[config.mk]
export PLATFORM = sky130hd
export DESIGN_NAME = mmss_countdown_timer_display
export DESIGN_NICKNAME = d
export VERILOG_FILES = /design/src/mmss_pkg.sv /design/src/mmss_countdown_timer_display.sv
export SDC_FILE = /design/constraint.sdc
export NUM_CORES = 1
export LEC_CHECK = 0
export ABC_CLOCK_PERIOD_IN_PS = 3400
export BUFFER_PORTS_ARGS = -buffer_cell sky130_fd_sc_hd__buf_2
export CORE_ASPECT_RATIO = 0.75
export CORE_UTILIZATION = 42
export CTS_CLUSTER_DIAMETER = 30
export CTS_CLUSTER_SIZE = 25
export DETAILED_ROUTE_END_ITERATION = 8
export GPL_TIMING_DRIVEN = 0
export SYNTH_ARGS = -nofsm -noshare
export SYNTH_HDL_FRONTEND = slang
export SYNTH_SLANG_ARGS = --single-unit
[constraint.sdc]
create_clock -name clk -period 3.4 [get_ports clk]
set_clock_uncertainty 0.15 [all_clocks]
set_input_delay 0.34 -clock clk [delete_from_list [all_inputs] [get_ports clk]]
set_output_delay 0.34 -clock clk [all_outputs]
set_load 0.02 [all_outputs]
[src/mmss_pkg.sv]
// Shared types, constants and segment decoding for the mm:ss countdown timer.
`timescale 1ns / 1ps
`default_nettype none

package mmss_pkg;

  localparam logic [3:0] KEY_POUND   = 4'd10;
  localparam logic [3:0] BLANK_DIGIT = 4'd10;
  localparam logic [3:0] MAX_DIGIT   = 4'd9;
  localparam logic [3:0] MAX_TENS_S  = 4'd5;
  localparam logic [9:0] TPS_RESET   = 10'd1000;
  localparam logic [7:0] SEG_BLANK   = 8'hFF;
  localparam logic [7:0] DP_ON_MASK  = 8'h7F;
  localparam logic [3:0] SEL_RESET   = 4'b0001;

  // One result item as driven on the output side.
  typedef struct packed {
    logic [3:0] digit_select;
    logic [7:0] segments;
    logic       run_mode;
    logic       alarm;
  } result_t;

  // Active-low seven-segment pattern; anything outside 0..9 shows blank.
  function automatic logic [7:0] seg_pattern(input logic [3:0] digit);
    logic [7:0] pat;
    case (digit)
      4'd0:    pat = 8'hC0;
      4'd1:    pat = 8'hF9;
      4'd2:    pat = 8'hA4;
      4'd3:    pat = 8'hB0;
      4'd4:    pat = 8'h99;
      4'd5:    pat = 8'h92;
      4'd6:    pat = 8'h82;
      4'd7:    pat = 8'hF8;
      4'd8:    pat = 8'h80;
      4'd9:    pat = 8'h90;
      default: pat = SEG_BLANK;
    endcase
    return pat;
  endfunction

endpackage

`default_nettype wire

[src/mmss_countdown_timer_display.sv]
// Minutes:seconds countdown timer with multiplexed seven-segment display output.
// Each result item is registered in the result register, or in the skid while the output is stalled.
// Throughput: one item per cycle while the skid is empty; the whole update is one pass of shallow logic.
// A two-entry output stage (result register plus skid) lets input flow while a result waits.
// Reset (synchronous, active high): digits zero, set mode, alarm clear, tick count zero,
// rightmost digit selected, segments off, ticks per second 1000, output stage empty.
`timescale 1ns / 1ps
`default_nettype none

module mmss_countdown_timer_display (
  input  wire logic       clk,
  input  wire logic       rst,
  // input channel
  input  wire logic       in_valid,
  output logic            in_stall,
  input  wire logic       func,
  input  wire logic [3:0] key_code,
  // output channel
  output logic            out_valid,
  input  wire logic       out_stall,
  output logic [3:0]      digit_select,
  output logic [7:0]      segments,
  output logic            run_mode,
  output logic            alarm,
  // configuration
  input  wire logic       cfg_wr_en,
  input  wire logic [9:0] cfg_wr_data
);

  // ---------------------------------------------------------------------------
  // Timer state
  // ---------------------------------------------------------------------------
  logic [3:0] digits [4];        // 0 units s, 1 tens s, 2 units min, 3 tens min
  logic [3:0] digits_next [4];
  logic       counting, counting_next;
  logic       alarm_latched, alarm_latched_next;
  logic [9:0] tick_count, tick_count_next;
  logic [3:0] sel, sel_next;
  logic [7:0] seg_latch, seg_latch_next;
  logic [9:0] ticks_per_second;

  logic       accept;
  logic       take;
  logic       all_zero;
  logic [1:0] pos;
  logic [7:0] pat;
  logic [9:0] tick_inc;

  mmss_pkg::result_t result;
  mmss_pkg::result_t out_reg;
  mmss_pkg::result_t skid;
  logic              skid_valid;

  // Stall the input only while the skid holds a result; the result register
  // alone never blocks an item.
  assign in_stall = skid_valid;
  assign accept   = in_valid & ~skid_valid;
  assign take     = out_valid & ~out_stall;

  assign all_zero = (digits[0] == 4'd0) && (digits[1] == 4'd0) &&
                    (digits[2] == 4'd0) && (digits[3] == 4'd0);

  // ---------------------------------------------------------------------------
  // Single-pass update for one item
  // ---------------------------------------------------------------------------
  always_comb begin
    digits_next        = digits;
    counting_next      = counting;
    alarm_latched_next = alarm_latched;
    tick_count_next    = tick_count;
    sel_next           = sel;
    seg_latch_next     = seg_latch;
    pos                = 2'd0;
    pat                = mmss_pkg::SEG_BLANK;
    tick_inc           = tick_count + 10'd1;

    if (!func) begin
      // Tick: rotate the digit select and latch that digit's pattern,
      // taken from the digits as they stand before any countdown.
      sel_next = {sel[2:0], sel[3]};
      if (sel_next[1]) begin
        pos = 2'd1;
      end else if (sel_next[2]) begin
        pos = 2'd2;
      end else if (sel_next[3]) begin
        pos = 2'd3;
      end
      pat = mmss_pkg::seg_pattern(digits[pos]);
      // Light the decimal points on the two middle digits (the colon).
      if (pos == 2'd1 || pos == 2'd2) begin
        pat = pat & mmss_pkg::DP_ON_MASK;
      end
      seg_latch_next = pat;

      if (counting) begin
        tick_count_next = tick_inc;
        if (all_zero) begin
          alarm_latched_next = 1'b1;
        end
        if (tick_inc == ticks_per_second) begin
          tick_count_next = 10'd0;
          if (alarm_latched_next) begin
            // Blink: zero digits go blank, anything else back to zero.
            for (int i = 0; i < 4; i++) begin
              digits_next[i] = (digits[i] == 4'd0) ? mmss_pkg::BLANK_DIGIT : 4'd0;
            end
          end else if (digits[0] != 4'd0) begin
            digits_next[0] = digits[0] - 4'd1;
          end else if (digits[1] != 4'd0) begin
            digits_next[1] = digits[1] - 4'd1;
            digits_next[0] = mmss_pkg::MAX_DIGIT;
          end else if (digits[2] != 4'd0) begin
            digits_next[2] = digits[2] - 4'd1;
            digits_next[1] = mmss_pkg::MAX_TENS_S;
            digits_next[0] = mmss_pkg::MAX_DIGIT;
          end else if (digits[3] != 4'd0) begin
            digits_next[3] = digits[3] - 4'd1;
            digits_next[2] = mmss_pkg::MAX_DIGIT;
            digits_next[1] = mmss_pkg::MAX_TENS_S;
            digits_next[0] = mmss_pkg::MAX_DIGIT;
          end
        end
      end
    end else if (!counting) begin
      // Key in set mode: drop the alarm, shift a digit in or start running.
      alarm_latched_next = 1'b0;
      if (key_code <= mmss_pkg::MAX_DIGIT) begin
        digits_next[3] = digits[2];
        digits_next[2] = digits[1];
        digits_next[1] = digits[0];
        digits_next[0] = key_code;
      end else if (key_code == mmss_pkg::KEY_POUND) begin
        counting_next = 1'b1;
      end
    end else if (key_code == mmss_pkg::KEY_POUND) begin
      // Pound in run mode: back to set mode, wiping the display after an alarm.
      if (alarm_latched) begin
        for (int i = 0; i < 4; i++) begin
          digits_next[i] = 4'd0;
        end
      end
      alarm_latched_next = 1'b0;
      counting_next      = 1'b0;
    end
  end

  always_comb begin
    result.digit_select = sel_next;
    result.segments     = seg_latch_next;
    result.run_mode     = counting_next;
    result.alarm        = alarm_latched_next;
  end

  // Advance the state on every accepted item.
  always_ff @(posedge clk) begin
    if (rst) begin
      for (int i = 0; i < 4; i++) begin
        digits[i] <= 4'd0;
      end
      counting      <= 1'b0;
      alarm_latched <= 1'b0;
      tick_count    <= 10'd0;
      sel           <= mmss_pkg::SEL_RESET;
      seg_latch     <= mmss_pkg::SEG_BLANK;
    end else if (accept) begin
      digits        <= digits_next;
      counting      <= counting_next;
      alarm_latched <= alarm_latched_next;
      tick_count    <= tick_count_next;
      sel           <= sel_next;
      seg_latch     <= seg_latch_next;
    end
  end

  // Configuration register.
  always_ff @(posedge clk) begin
    if (rst) begin
      ticks_per_second <= mmss_pkg::TPS_RESET;
    end else if (cfg_wr_en) begin
      ticks_per_second <= cfg_wr_data;
    end
  end

  // ---------------------------------------------------------------------------
  // Output stage: result register with a one-entry skid behind it
  // ---------------------------------------------------------------------------
  always_ff @(posedge clk) begin
    if (rst) begin
      out_valid  <= 1'b0;
      skid_valid <= 1'b0;
    end else if (skid_valid) begin
      // No item is accepted here; move the skid forward once the output drains.
      if (take) begin
        out_valid  <= 1'b1;
        skid_valid <= 1'b0;
      end
    end else if (accept) begin
      if (!out_valid || take) begin
        out_valid <= 1'b1;
      end else begin
        skid_valid <= 1'b1;
      end
    end else if (take) begin
      out_valid <= 1'b0;
    end
  end

  always_ff @(posedge clk) begin
    if (skid_valid) begin
      if (take) begin
        out_reg <= skid;
      end
    end else if (accept) begin
      if (!out_valid || take) begin
        out_reg <= result;
      end else begin
        skid <= result;
      end
    end
  end

  assign digit_select = out_reg.digit_select;
  assign segments     = out_reg.segments;
  assign run_mode     = out_reg.run_mode;
  assign alarm        = out_reg.alarm;

`ifndef ASSERT_OFF
  // A held skid entry always has a result in front of it.
  a_skid_behind_out: assert property (@(posedge clk) disable iff (rst)
    skid_valid |-> out_valid)
    else $error("skid holds an item while the result register is empty");

  // The digit select stays one-hot through every rotation.
  a_sel_onehot: assert property (@(posedge clk) disable iff (rst)
    $onehot(sel))
    else $error("digit select lost its one-hot form");

  // The alarm can only stand while counting.
  a_alarm_in_run: assert property (@(posedge clk) disable iff (rst)
    alarm_latched |-> counting)
    else $error("alarm latched in set mode");

  // Digits hold 0..9 or the blank code, never anything beyond.
  a_digit_range: assert property (@(posedge clk) disable iff (rst)
    (digits[0] <= mmss_pkg::BLANK_DIGIT) && (digits[1] <= mmss_pkg::BLANK_DIGIT) &&
    (digits[2] <= mmss_pkg::BLANK_DIGIT) && (digits[3] <= mmss_pkg::BLANK_DIGIT))
    else $error("time digit out of range");
`endif

endmodule

`default_nettype wire
-- Word level (Yosys, flattened, before mapping)
Memories as Yosys holds them, arrays and structs flattened.
Index checks and enable logic that the tools add are counted.
- mux-type cells: 55
- equality and inequality tests: 11
- add/subtract/negate cells: 5
- order comparisons: 2
- bitwise operators: 7
- reductions and logical operators: 32
- operators by type and width (operator ; number):
    16-bit two-way mux ; 9
    14-bit two-way mux ; 4
    4-bit two-way mux ; 9
    8-bit two-way mux ; 4
    12-bit two-way mux ; 2
    1-bit two-way mux ; 21
    4-bit nonzero test ; 5
    4-bit logical NOT ; 4
    4-bit by 1-bit subtractor with 4-bit output, second input constant ; 4
    3-bit AND reduction ; 4
    2-bit nonzero test ; 6
    10-bit by 1-bit adder with 10-bit output, second input constant ; 1
    10-bit == test ; 1
    10-bit two-way mux ; 1
    10-bit AND reduction ; 1
    3-bit inequality test, second input constant ; 3
    9-bit AND reduction ; 1
    4-bit binary-select mux with 2-bit select ; 1
    2-bit two-way mux ; 4
    8-bit AND reduction ; 1
    7-bit AND reduction ; 1
    3-bit by 2-bit inequality test with 1-bit output, second input constant ; 2
    6-bit nonzero test ; 1
    5-bit nonzero test ; 1
    other kinds (14) ; 21
- input port bits: 20
- logic and storage cells: 133
- bits in read-only memories: 112
- register bits after elaboration: 80
- memories: 1
- memory list (name ; depth ; width ; read ports ; clocked after memory_dff ; wr ports ; line ; RTL):
    (name not given) ; 16 ; 7 ; 1 ; 0 ; 0 ; mmss_pkg.sv:27 ; case (digit)

-- Logic depth before layout (Yosys ltp)
Gate-level depths: netlist of the first run.
An unclocked memory read counts as a cell.
- word-level depth: 14
- depth in mapped cells: 11
- gate-level depth less buffers: 10

-- Worst setup path after synthesis of the first run
No wires, ideal clock.
- path type: register -> register
- start point: reg sel[0]
- end point: reg out_reg (netlist bit segments[5]) (data pin)
- clock period less this slack: 2.464 ns
- cell stages (with the launch flop): 8
- library setup time: 0.260 ns
- arrival time: 2.054 ns
- path buffers: 1
- setup slack: 0.936 ns
- required time: 2.990 ns
- cell sequence: dfxtp_1 -> clkbuf_1 -> mux2i_1 -> inv_1 -> ha_1 -> o22ai_1 -> o21ai_0 -> mux2_2
- longest elaborated chain between the ends: 12
- RTL lines (element ; line ; RTL):
    from (decl) ; mmss_countdown_timer_display.sv:38 ; logic [3:0] sel, sel_next;
    from (signal assigned) ; mmss_countdown_timer_display.sv:163 ; sel <= mmss_pkg::SEL_RESET;
    from (signal assigned) ; mmss_countdown_timer_display.sv:170 ; sel <= sel_next;
    2-bit two-way mux ; mmss_countdown_timer_display.sv:81 ; if (sel_next[1]) begin
    2-bit two-way mux ; mmss_countdown_timer_display.sv:77 ; if (!func) begin
    2-bit inverter with 3-bit output (not written as such) ; mmss_countdown_timer_display.sv:88 ; pat = mmss_pkg::seg_pattern(digits[pos]);
    4-bit binary-select mux with 2-bit select ; mmss_countdown_timer_display.sv:88 ;
    4-bit two-way mux (not written as such) (2 in a row) ; mmss_countdown_timer_display.sv:88 ;
    memory read 16 x 7 bit ; -- ;
    8-bit two-way mux ; mmss_countdown_timer_display.sv:90 ; if (pos == 2'd1 || pos == 2'd2) begin
    8-bit two-way mux ; mmss_countdown_timer_display.sv:77 ;
    via seg_latch_next[5] ; mmss_countdown_timer_display.sv:39 ; logic [7:0] seg_latch, seg_latch_next;
    14-bit two-way mux ; mmss_countdown_timer_display.sv:214 ; if (!out_valid || take) begin
    14-bit two-way mux ; mmss_countdown_timer_display.sv:213 ; end else if (accept) begin
    14-bit two-way mux ; mmss_countdown_timer_display.sv:209 ; if (skid_valid) begin
    to (signal assigned) ; mmss_countdown_timer_display.sv:211 ; out_reg <= skid;
    to (signal assigned) ; mmss_countdown_timer_display.sv:215 ; out_reg <= result;
    to (decl) ; mmss_countdown_timer_display.sv:50 ; mmss_pkg::result_t out_reg;
The timed path passes the listed nets, and every way through them passes these cells. The select of a mux whose other input is x is not followed.
A chain may end at the register's enable or synchronous reset.

-- Worst setup path in the final report of the first run
- start point: reg sel[2]
- end point: reg out_reg (netlist bit segments[5]) (data pin)
- longest elaborated chain between the ends: 14
- RTL lines (element ; line ; RTL):
    2-bit two-way mux ; mmss_countdown_timer_display.sv:85 ; end else if (sel_next[3]) begin
    2-bit two-way mux ; mmss_countdown_timer_display.sv:83 ; end else if (sel_next[2]) begin
    2-bit two-way mux ; mmss_countdown_timer_display.sv:81 ;
    2-bit two-way mux ; mmss_countdown_timer_display.sv:77 ;
    2-bit inverter with 3-bit output (not written as such) ; mmss_countdown_timer_display.sv:88 ;
    4-bit binary-select mux with 2-bit select ; mmss_countdown_timer_display.sv:88 ;
    4-bit two-way mux (not written as such) (2 in a row) ; mmss_countdown_timer_display.sv:88 ;
    memory read 16 x 7 bit ; -- ;
    8-bit two-way mux ; mmss_countdown_timer_display.sv:90 ;
    8-bit two-way mux ; mmss_countdown_timer_display.sv:77 ;
    via seg_latch_next[5] ; mmss_countdown_timer_display.sv:39 ;
    14-bit two-way mux ; mmss_countdown_timer_display.sv:214 ;
    14-bit two-way mux ; mmss_countdown_timer_display.sv:213 ;
    14-bit two-way mux ; mmss_countdown_timer_display.sv:209 ;
The timed path passes the listed nets, and every way through them passes these cells. The select of a mux whose other input is x is not followed.

==> results.toml, run 1 <==
[outcome]
status = "finished, final reports clean"

[clocking]
cts_buffers = 9
cts_setup_buffers = 0
cts-resized-gates = 0
clkTransAtPathRegs_ns = 0.06
cts.sinks = 80
cts-root-buf = "clkbuf_16"
holdBufCountCts = 0
cts_max_path_buffers = 2
htreeDepth = 3
clk_latency_ns = 0.35
cts_tree = "built"

[routing]
via_per_inst = 5.77
drt_iter0_markers = 336
final_antenna_net_count = 0
firstDrtPassIters = 5
drt-wirelength-per-cell_um = 17.1
num_vias = 3932
drc = 0
routed_wl_um = 11700

[pwr]
power_frac_clock_pct = 37.3
power_frac_comb_pct = 18.9
ir_worst_vdd_mv = 0.251
p_switching_uw = 746
p_per_area_nw_per_um2 = 494
switching_share_pct = 29.6
p_seq_share_pct = 43.8
p_leak_uw = 0.00190
intPower_uw = 1770

[logic_synthesis]
yosysSeqAreaShare_pct = 42.1
ys_async_sr_fraction_pct = 0
netlist.area_leader.share_pct = 23.3
synth-warning-count = 0
synth_compound_area_share_pct = 20.2
avgSynthCellArea_um2 = 9.01
synth_cell_types = 64
synthSimpleGateAreaFrac_pct = 20.6
ys_ff_latch = 80
ys.flop_type = "dfxtp_1"
synthesis.area_um2 = 4470
synthXorXnorAreaFrac_pct = 3.33
synth_edf_count = 28
synth_top_family_by_area = "simple AND/OR/NAND/NOR gates"
synthMuxAreaShare_pct = 7.25
synth_area_leader_cell = "dfxtp_1"
synth_area_leaders = "dfxtp_1 (23%), edfxtp_1 (19%), a21oi_1 (4.8%)"
syn_inst = 496
synth_fp_nets = 523
synth_fa_ha_area_share_pct = 1.96

[sta]
hold_ws_ns = 0.0455
final-max-slew-violation-count = 0
timing.fmax_ghz = 0.336
layout_setup_ws_ns = 0.422
fin_crit_sh_pct = 87.6
finalSetupTns_ns = 0
rsz0062_at_grt = "no"
setup_viol = 0
worst_pin_slew_ns = 1.34
finalHoldViolations = 0
relSlewSlack_pct = 9.21
fin_crit_ns = 2.98

[floorplanning]
coreArea_um2 = 10300
pin_count = 36
initial_core_util_pct = 43.3
die_h_um = 91.3
die-area_um2 = 11100
die_x_um = 121
fp-row-count = 32

[cells_and_area]
multi_input_area_um2 = 2390
syn_to_final_growth_pct = 14.1
postLayoutCellArea_um2 = 5100
diodes = 0
fin_nets = 568
final_core_util_pct = 49.4
ff_latch_area_um2 = 1880
drive_gt1_share_pct = 17.2
n_fill_cell = 990

[job]
cap_violations = 0

[setup_path]
crit_fanout = 9
start_kind = "flip-flop"
cp.required_ns = 3.35
cp-end-kind = "flip-flop"
critical_path_arrival_ns = 2.92
criticalPathCategory = "flip-flop to flip-flop"

[grt]
grt_pass1_wl_um = 18800
grt_start_max_net_pins = 16
grt-ovfl-total = 0
grtUsageTotal_pct = 22.1
antenna_found_initial = 0
grt_pass1_vias = 3547

[place]
place_congestion = 0.904
hpwl_um = 8300
placed_cell_area_um2 = 4810
dp_slack_ns = 0.316
portBuffers = 34

[worst_hold_path]
hp-class = "primary input to flip-flop"
[metrics by stage]
step	instances	total power, µW
after global placement	666	1580
after floorplan	496	1470
after global routing	682	2630
after CTS	682	2540
after detailed placement	666	1590
final	682	2520
[power by group through the flow]
stage | Combinational, µW | Sequential (µW) | Clock, µW
after floorplan | 329 | 1140 | 0
after global placement | 463 | 1120 | 0
after detailed placement | 470 | 1120 | 0
after CTS | 473 | 1100 | 962
after global routing | 525 | 1110 | 996
final | 478 | 1100 | 940
[cells in the mapped netlist, types with 6 or more instances]
cell      instances
nor3_1           18
nor2b_1          12
buf_2             7
inv_1            10
mux2i_1          13
a21oi_1          43
o21ai_0          29
clkbuf_1         19
edfxtp_1         28
nand3_1          18
a31oi_1           9
mux2_2           16
dfxtp_1          52
a211o_1          10
nor2_1           36
nand2_1          56
ha_1              7
a21o_1            6
xnor2_1          14
[cells by family (layout without fill, tap and decap cells)]
logic type               count (synthesis)  after routing
AND/OR/NAND/NOR                        178            178
AO/OA/AOI/OAI                          139            139
flip-flops                              80             80
buffers and inverters                   45             95
multiplexers                            30             30
XOR/XNOR                                17             17
adder cells (fa/ha/maj)                  7              7
[cells in the final DEF, fill, tap and decap left out, types with 7 or more instances in the layout]
| cell type | instances |
|---|---|
| nand2_1 | 56 |
| dfxtp_1 | 52 |
| a21oi_1 | 42 |
| buf_2 | 41 |
| nor2_1 | 36 |
| o21ai_0 | 29 |
| edfxtp_1 | 28 |
| clkbuf_1 | 19 |
| nand3_1 | 18 |
| nor3_1 | 18 |
| mux2_2 | 16 |
| xnor2_1 | 14 |
| mux2i_1 | 13 |
| nor2b_1 | 12 |
| inv_1 | 10 |
| a211o_1 | 10 |
| a31oi_1 | 9 |
| clkbuf_16 | 9 |
| ha_1 | 7 |
[final timing paths]
check	end	cells after the start	slack, ns	startpoint
hold reg to reg	seg_latch[5]	1	0.31	seg_latch[5]
hold / removal	ticks_per_second[9]	2	0.05	cfg_wr_data[9]
setup / recovery	segments[5]	9	0.42	sel[2]
setup reg to reg	segments[5]	9	0.42	sel[2]
[critical path, cell delays in order (launching register included)]
cell	delay (ns)
dfxtp_1	0.30
buf_2	0.22
mux2i_1	0.28
o21ai_0	0.11
mux2i_1	0.57
inv_1	0.16
ha_1	0.26
o22ai_1	0.23
o21ai_0	0.15
mux2_2	0.30
[cell type report]
type	instances	share of cell area, %
flip-flops and latches	80	36.9
multi-input cells	371	46.9
clock buffers	10	4.68
well taps	136	3.34
inverters	12	0.883
clock inverters	6	0.957
repair buffers	34	3.34
plain buffers	33	3.04
[registers in the layout (all words and copies together), names as in the netlist]
register          flops
digit_select          4
digits               16
segments              8
alarm_latched         1
out_valid             1
alarm                 1
ticks_per_second     10
tick_count           10
sel                   4
run_mode              1
skid                 14
in_stall              1
counting              1
seg_latch             8
[layer usage]
layer / GRT usage, % / vias to the layer above / routed length (µm)
li1: - / 1912 / -
met1: 31.8 / 1881 / 5880
met2: 31.6 / 123 / 4830
met3: 6.34 / 16 / 816
met4: 6.79 / 0 / 146
met5: 0 / - / 0
Note: power is estimated with default switching activity, not from simulation.
==> run 2: changes to the inputs <==
--- a/config.mk
+++ b/config.mk
@@ -5,10 +5,8 @@
 export SDC_FILE = /design/constraint.sdc
 export NUM_CORES = 1
 export LEC_CHECK = 0
-export ABC_CLOCK_PERIOD_IN_PS = 3400
 export BUFFER_PORTS_ARGS = -buffer_cell sky130_fd_sc_hd__buf_2
-export CORE_ASPECT_RATIO = 0.75
-export CORE_UTILIZATION = 42
+export CORE_UTILIZATION = 40
 export CTS_CLUSTER_DIAMETER = 30
 export CTS_CLUSTER_SIZE = 25
 export DETAILED_ROUTE_END_ITERATION = 8
==> results.toml, run 2 (synthesis results as in run 1) <==
[routing]
final_antenna_net_count = 0
drt-wirelength-per-cell_um = 16.5
drc = 0
routed_wl_um = 11300
drt_iter0_markers = 221
num_vias = 3919
via_per_inst = 5.71
firstDrtPassIters = 5

[clocking]
clkTransAtPathRegs_ns = 0.08
cts.sinks = 80
cts_setup_buffers = 0
htreeDepth = 3
holdBufCountCts = 0
cts-root-buf = "clkbuf_8"
cts_max_path_buffers = 2
clk_latency_ns = 0.37
cts_buffers = 9
cts_tree = "built"
cts-resized-gates = 0

[cells_and_area]
ff_latch_area_um2 = 1880
top_regs = "digits: 16 flops, skid: 14 flops"
largest_reg_flops = 16
multi_input_area_um2 = 2390
largest_register = "digits"
syn_to_final_growth_pct = 11.3
diodes = 0
n_fill_cell = 1092
final_common_cell = "nand2_1"
fin_nets = 568
drive_gt1_share_pct = 16.5
final_cell_mix = "nand2_1 (56), dfxtp_1 (52), a21oi_1 (42)"

[pwr]
ir_worst_vdd_mv = 0.152
total_power_uw = 2190
p_per_area_nw_per_um2 = 440
p_leak_uw = 0.00185

[floorplanning]
fp-row-count = 38
coreArea_um2 = 10800
die_x_um = 108
die_h_um = 108
initial_core_util_pct = 41.2
pin_count = 36
die-area_um2 = 11600

[sta]
setup_viol = 0
final-max-slew-violation-count = 0
timing.fmax_ghz = 0.340
relSlewSlack_pct = 13.1
fin_crit_ns = 2.94
rsz0062_at_grt = "no"
finalSetupTns_ns = 0
worst_pin_slew_ns = 1.29
fin_crit_sh_pct = 86.4
finalHoldViolations = 0

[setup_path]
criticalPathCategory = "flip-flop to flip-flop"
start_kind = "flip-flop"
cp.required_ns = 3.52
critical_path_arrival_ns = 3.06
crit_fanout = 9
cp-end-kind = "flip-flop"

[place]
hpwl_um = 8170
portBuffers = 34
place_congestion = 0.949

[grt]
antenna_found_initial = 0
grt_pass1_vias = 3584
grt_start_max_net_pins = 15
grt_pass1_wl_um = 18200
grtUsageTotal_pct = 20.6
grt-ovfl-total = 0

[job]
cap_violations = 0

[outcome]
status = "finished, final reports clean"

[worst_hold_path]
hp-class = "primary input to flip-flop"
[run 2: cell types whose count changed in the layout (fill, tap and decap cells not counted), sizes merged]
cell and change:
clkinv +4, clkinvlp -2, inv -3, clkbuf +1
[run 2: per-layer routing]
layer  GRT usage [%]  share of wire [%]
met1            28.6                 49
met2            31.0                 44
met3            2.97                4.1
met4            10.1                2.4
met5               0                  0
[run 2: layout make-up]
type	instances	area share (%)
multi-input cells	371	48.1
clock inverters	5	0.503
plain buffers	33	3.12
clock buffers	11	2.64
inverters	12	0.905
well taps	140	3.52
flip-flops and latches	80	37.8
repair buffers	34	3.42
[run 2: report_power, final]
group / leakage (µW) / internal (µW) / switching, µW
clock: 0.0000782 / 259 / 358
sequential: 0.000692 / 1060 / 40.5
combinational: 0.00108 / 191 / 283
[run 2: stage by stage]
step | worst slack [ns] | utilization (%) | instance area (µm²) | std cells | hold slack (ns)
after floorplan | 0.936 | - | 4470 | 496 | 0.283
final | 0.462 | 45.9 | 4970 | 686 | 0.0314
after CTS | 0.486 | 45.9 | 4970 | 686 | 0.0233
after detailed placement | 0.353 | 44.4 | 4810 | 670 | 0.300
after global placement | 0.459 | 44.4 | 4810 | 670 | 0.292
after global routing | 0.280 | 45.9 | 4970 | 686 | 0.0349
[run 2: final timing paths]
| kind | startpoint | to | slack (ns) | depth (start not counted) |
|---|---|---|---|---|
| max | tick_count[0] | digits[11] | 0.46 | 9 |
| min | cfg_wr_data[3] | ticks_per_second[3] | 0.03 | 2 |
| max reg2reg | tick_count[0] | digits[11] | 0.46 | 9 |
| min reg2reg | seg_latch[5] | seg_latch[5] | 0.32 | 1 |
[run 2: critical path, stage by stage, from the launching register on]
cell,delay (ns)
dfxtp_1,0.46
ha_1,0.34
nand3_1,0.25
o211ai_1,0.23
a21boi_1,0.44
nor4b_4,0.11
a21o_1,0.26
and2_1,0.17
buf_2,0.18
a221oi_2,0.25
==> run 3: changes to the inputs <==
--- a/config.mk
+++ b/config.mk
@@ -5,12 +5,11 @@
 export SDC_FILE = /design/constraint.sdc
 export NUM_CORES = 1
 export LEC_CHECK = 0
-export BUFFER_PORTS_ARGS = -buffer_cell sky130_fd_sc_hd__buf_2
 export CORE_UTILIZATION = 40
 export CTS_CLUSTER_DIAMETER = 30
 export CTS_CLUSTER_SIZE = 25
 export DETAILED_ROUTE_END_ITERATION = 8
-export GPL_TIMING_DRIVEN = 0
+export DONT_BUFFER_PORTS = 1
 export SYNTH_ARGS = -nofsm -noshare
 export SYNTH_HDL_FRONTEND = slang
 export SYNTH_SLANG_ARGS = --single-unit
==> results.toml, run 3 (synthesis results as in run 1) <==
[floorplanning]
initial_core_util_pct = 41.2
fp-row-count = 38
coreArea_um2 = 10800
pin_count = 36
die_h_um = 108
die-area_um2 = 11600
die_x_um = 108

[routing]
drc = 0
firstDrtPassIters = 4
routed_wl_um = 10800
via_per_inst = 5.71
drt-wirelength-per-cell_um = 16.7
drt_iter0_markers = 227
final_antenna_net_count = 0
num_vias = 3686

[cells_and_area]
drive_gt1_share_pct = 10.9
diodes = 0
final_common_cell = "nand2_1"
postLayoutCellArea_um2 = 4950
largest_reg_flops = 16
finalNonFillerCells = 646
top_regs = "digits: 16 flops, skid: 14 flops"
fin_nets = 528
final_cell_mix = "nand2_1 (56), dfxtp_1 (52), a21oi_1 (43)"
final_core_util_pct = 45.7
syn_to_final_growth_pct = 10.9
largest_register = "digits"

[clocking]
clkTransAtPathRegs_ns = 0.09
cts-resized-gates = 0
clk_latency_ns = 0.37
cts.sinks = 80
cts-root-buf = "clkbuf_8"
cts_tree = "built"
cts_buffers = 9
cts_max_path_buffers = 2
htreeDepth = 3

[pwr]
p_switching_uw = 676
ir_worst_vdd_mv = 0.211
p_per_area_nw_per_um2 = 456
p_seq_share_pct = 51.0
intPower_uw = 1580
power_frac_clock_pct = 31.6
power_frac_comb_pct = 17.4
p_leak_uw = 0.00176
switching_share_pct = 29.9

[setup_path]
critical_path_arrival_ns = 3.00
cp.required_ns = 3.49
r2r-start = "tick_count[0]"
crit_path_start = "tick_count[0]"
cp-end-kind = "flip-flop"
crit_fanout = 9
start_kind = "flip-flop"
criticalPathCategory = "flip-flop to flip-flop"
cpPeakStageDelay_ns = 0.45
worstPathCellList = "ha_1, nand3_1, nor3_1, a21boi_1, nor4b_4, a21o_1, and2_1, a311oi_1"
cp_slowest_cell = "dfxtp_1"

[place]
portBuffers = 0
hpwl_um = 7120
dp_slack_ns = 0.530
place_congestion = 0.900
placed_cell_area_um2 = 4540
dp_cells = 610

[sta]
final-max-slew-violation-count = 0
fin_crit_ns = 2.91
timing.fmax_ghz = 0.344
finalHoldViolations = 0
fin_crit_sh_pct = 85.6
layout_setup_ws_ns = 0.491
relSlewSlack_pct = 38.7
worst_pin_slew_ns = 0.916
finalSetupTns_ns = 0
setup_viol = 0
rsz0062_at_grt = "no"

[grt]
grt-ovfl-total = 0
grt_start_max_net_pins = 53
grt_pass1_vias = 3441
antenna_found_initial = 0
grt_pass1_wl_um = 18000
grtUsageTotal_pct = 19.9

[outcome]
status = "finished, final reports clean"

[worst_hold_path]
hp-class = "primary input to flip-flop"
holdCritStartpoint = "out_stall"

[job]
cap_violations = 0
==> run 3: cell count changes in the layout (fill, tap and decap cells not counted), moves of 2 or more <==
cell | previous run | this run
buf_2 | 41 | 0
dlygate4sd3_1 | 0 | 19
buf_6 | 2 | 0
buf_1 | 3 | 0
buf_4 | 2 | 7
clkbuf_1 | 21 | 0
==> run 3: power by group through the flow <==
stage                     Clock, µW  Combinational, µW  Sequential [µW]
after detailed placement          0                352             1180
after global placement            0                345             1170
after floorplan                   0                329             1140
final                           714                392             1150
after global routing            780                435             1170
after CTS                       730                389             1150
==> run 3: final timing paths <==
kind / end / slack, ns / cells after the start
max: digits[3] / 0.49 / 8
max reg2reg: digits[3] / 0.49 / 8
min reg2reg: seg_latch[2] / 0.32 / 2
min: in_stall / 0.01 / 2
==> run 3: metal layers <==
metal  share of wire, %  track usage (%)  wire [µm]  up-vias
li1                   -                -          -     1831
met1                 49             28.1       5350     1745
met2                 43             28.7       4660      101
met3                6.2             5.93        665        9
met4                1.2             6.56        132        0
met5                  0                0          0        -
==> run 3: per-stage QoR <==
step | total power (µW) | hold WS (ns)
final | 2260 | 0.0110
after global routing | 2380 | 0.0158
after CTS | 2270 | 0.00204
after detailed placement | 1530 | 0.267
after global placement | 1520 | 0.266
after floorplan | 1470 | 0.283
==> run 3: what timing repair did <==
action,4_1_cts,5_1_grt
endpoints found under the hold margin,52,1
hold buffers,19,1
buffers inserted,0,0
==> run 3: layout make-up <==
type                       count  area (µm²)
inverter                      12        45.0
sequential                    80        1880
fill                        1062        5890
tap                          140         175
timing repair buffer          27         270
clock buffer                   9         124
multi-input combinational    371        2390
clock inverter                 7        71.3
==> run 3: worst max-delay path, delay by kind of cell (launching register included) <==
kind | cells | cell delay (ns)
AO/OA/AOI/OAI | 3 | 0.62
flip-flops | 1 | 0.45
AND/OR/NAND/NOR | 4 | 1.23
adder cells (fa/ha/maj) | 1 | 0.32
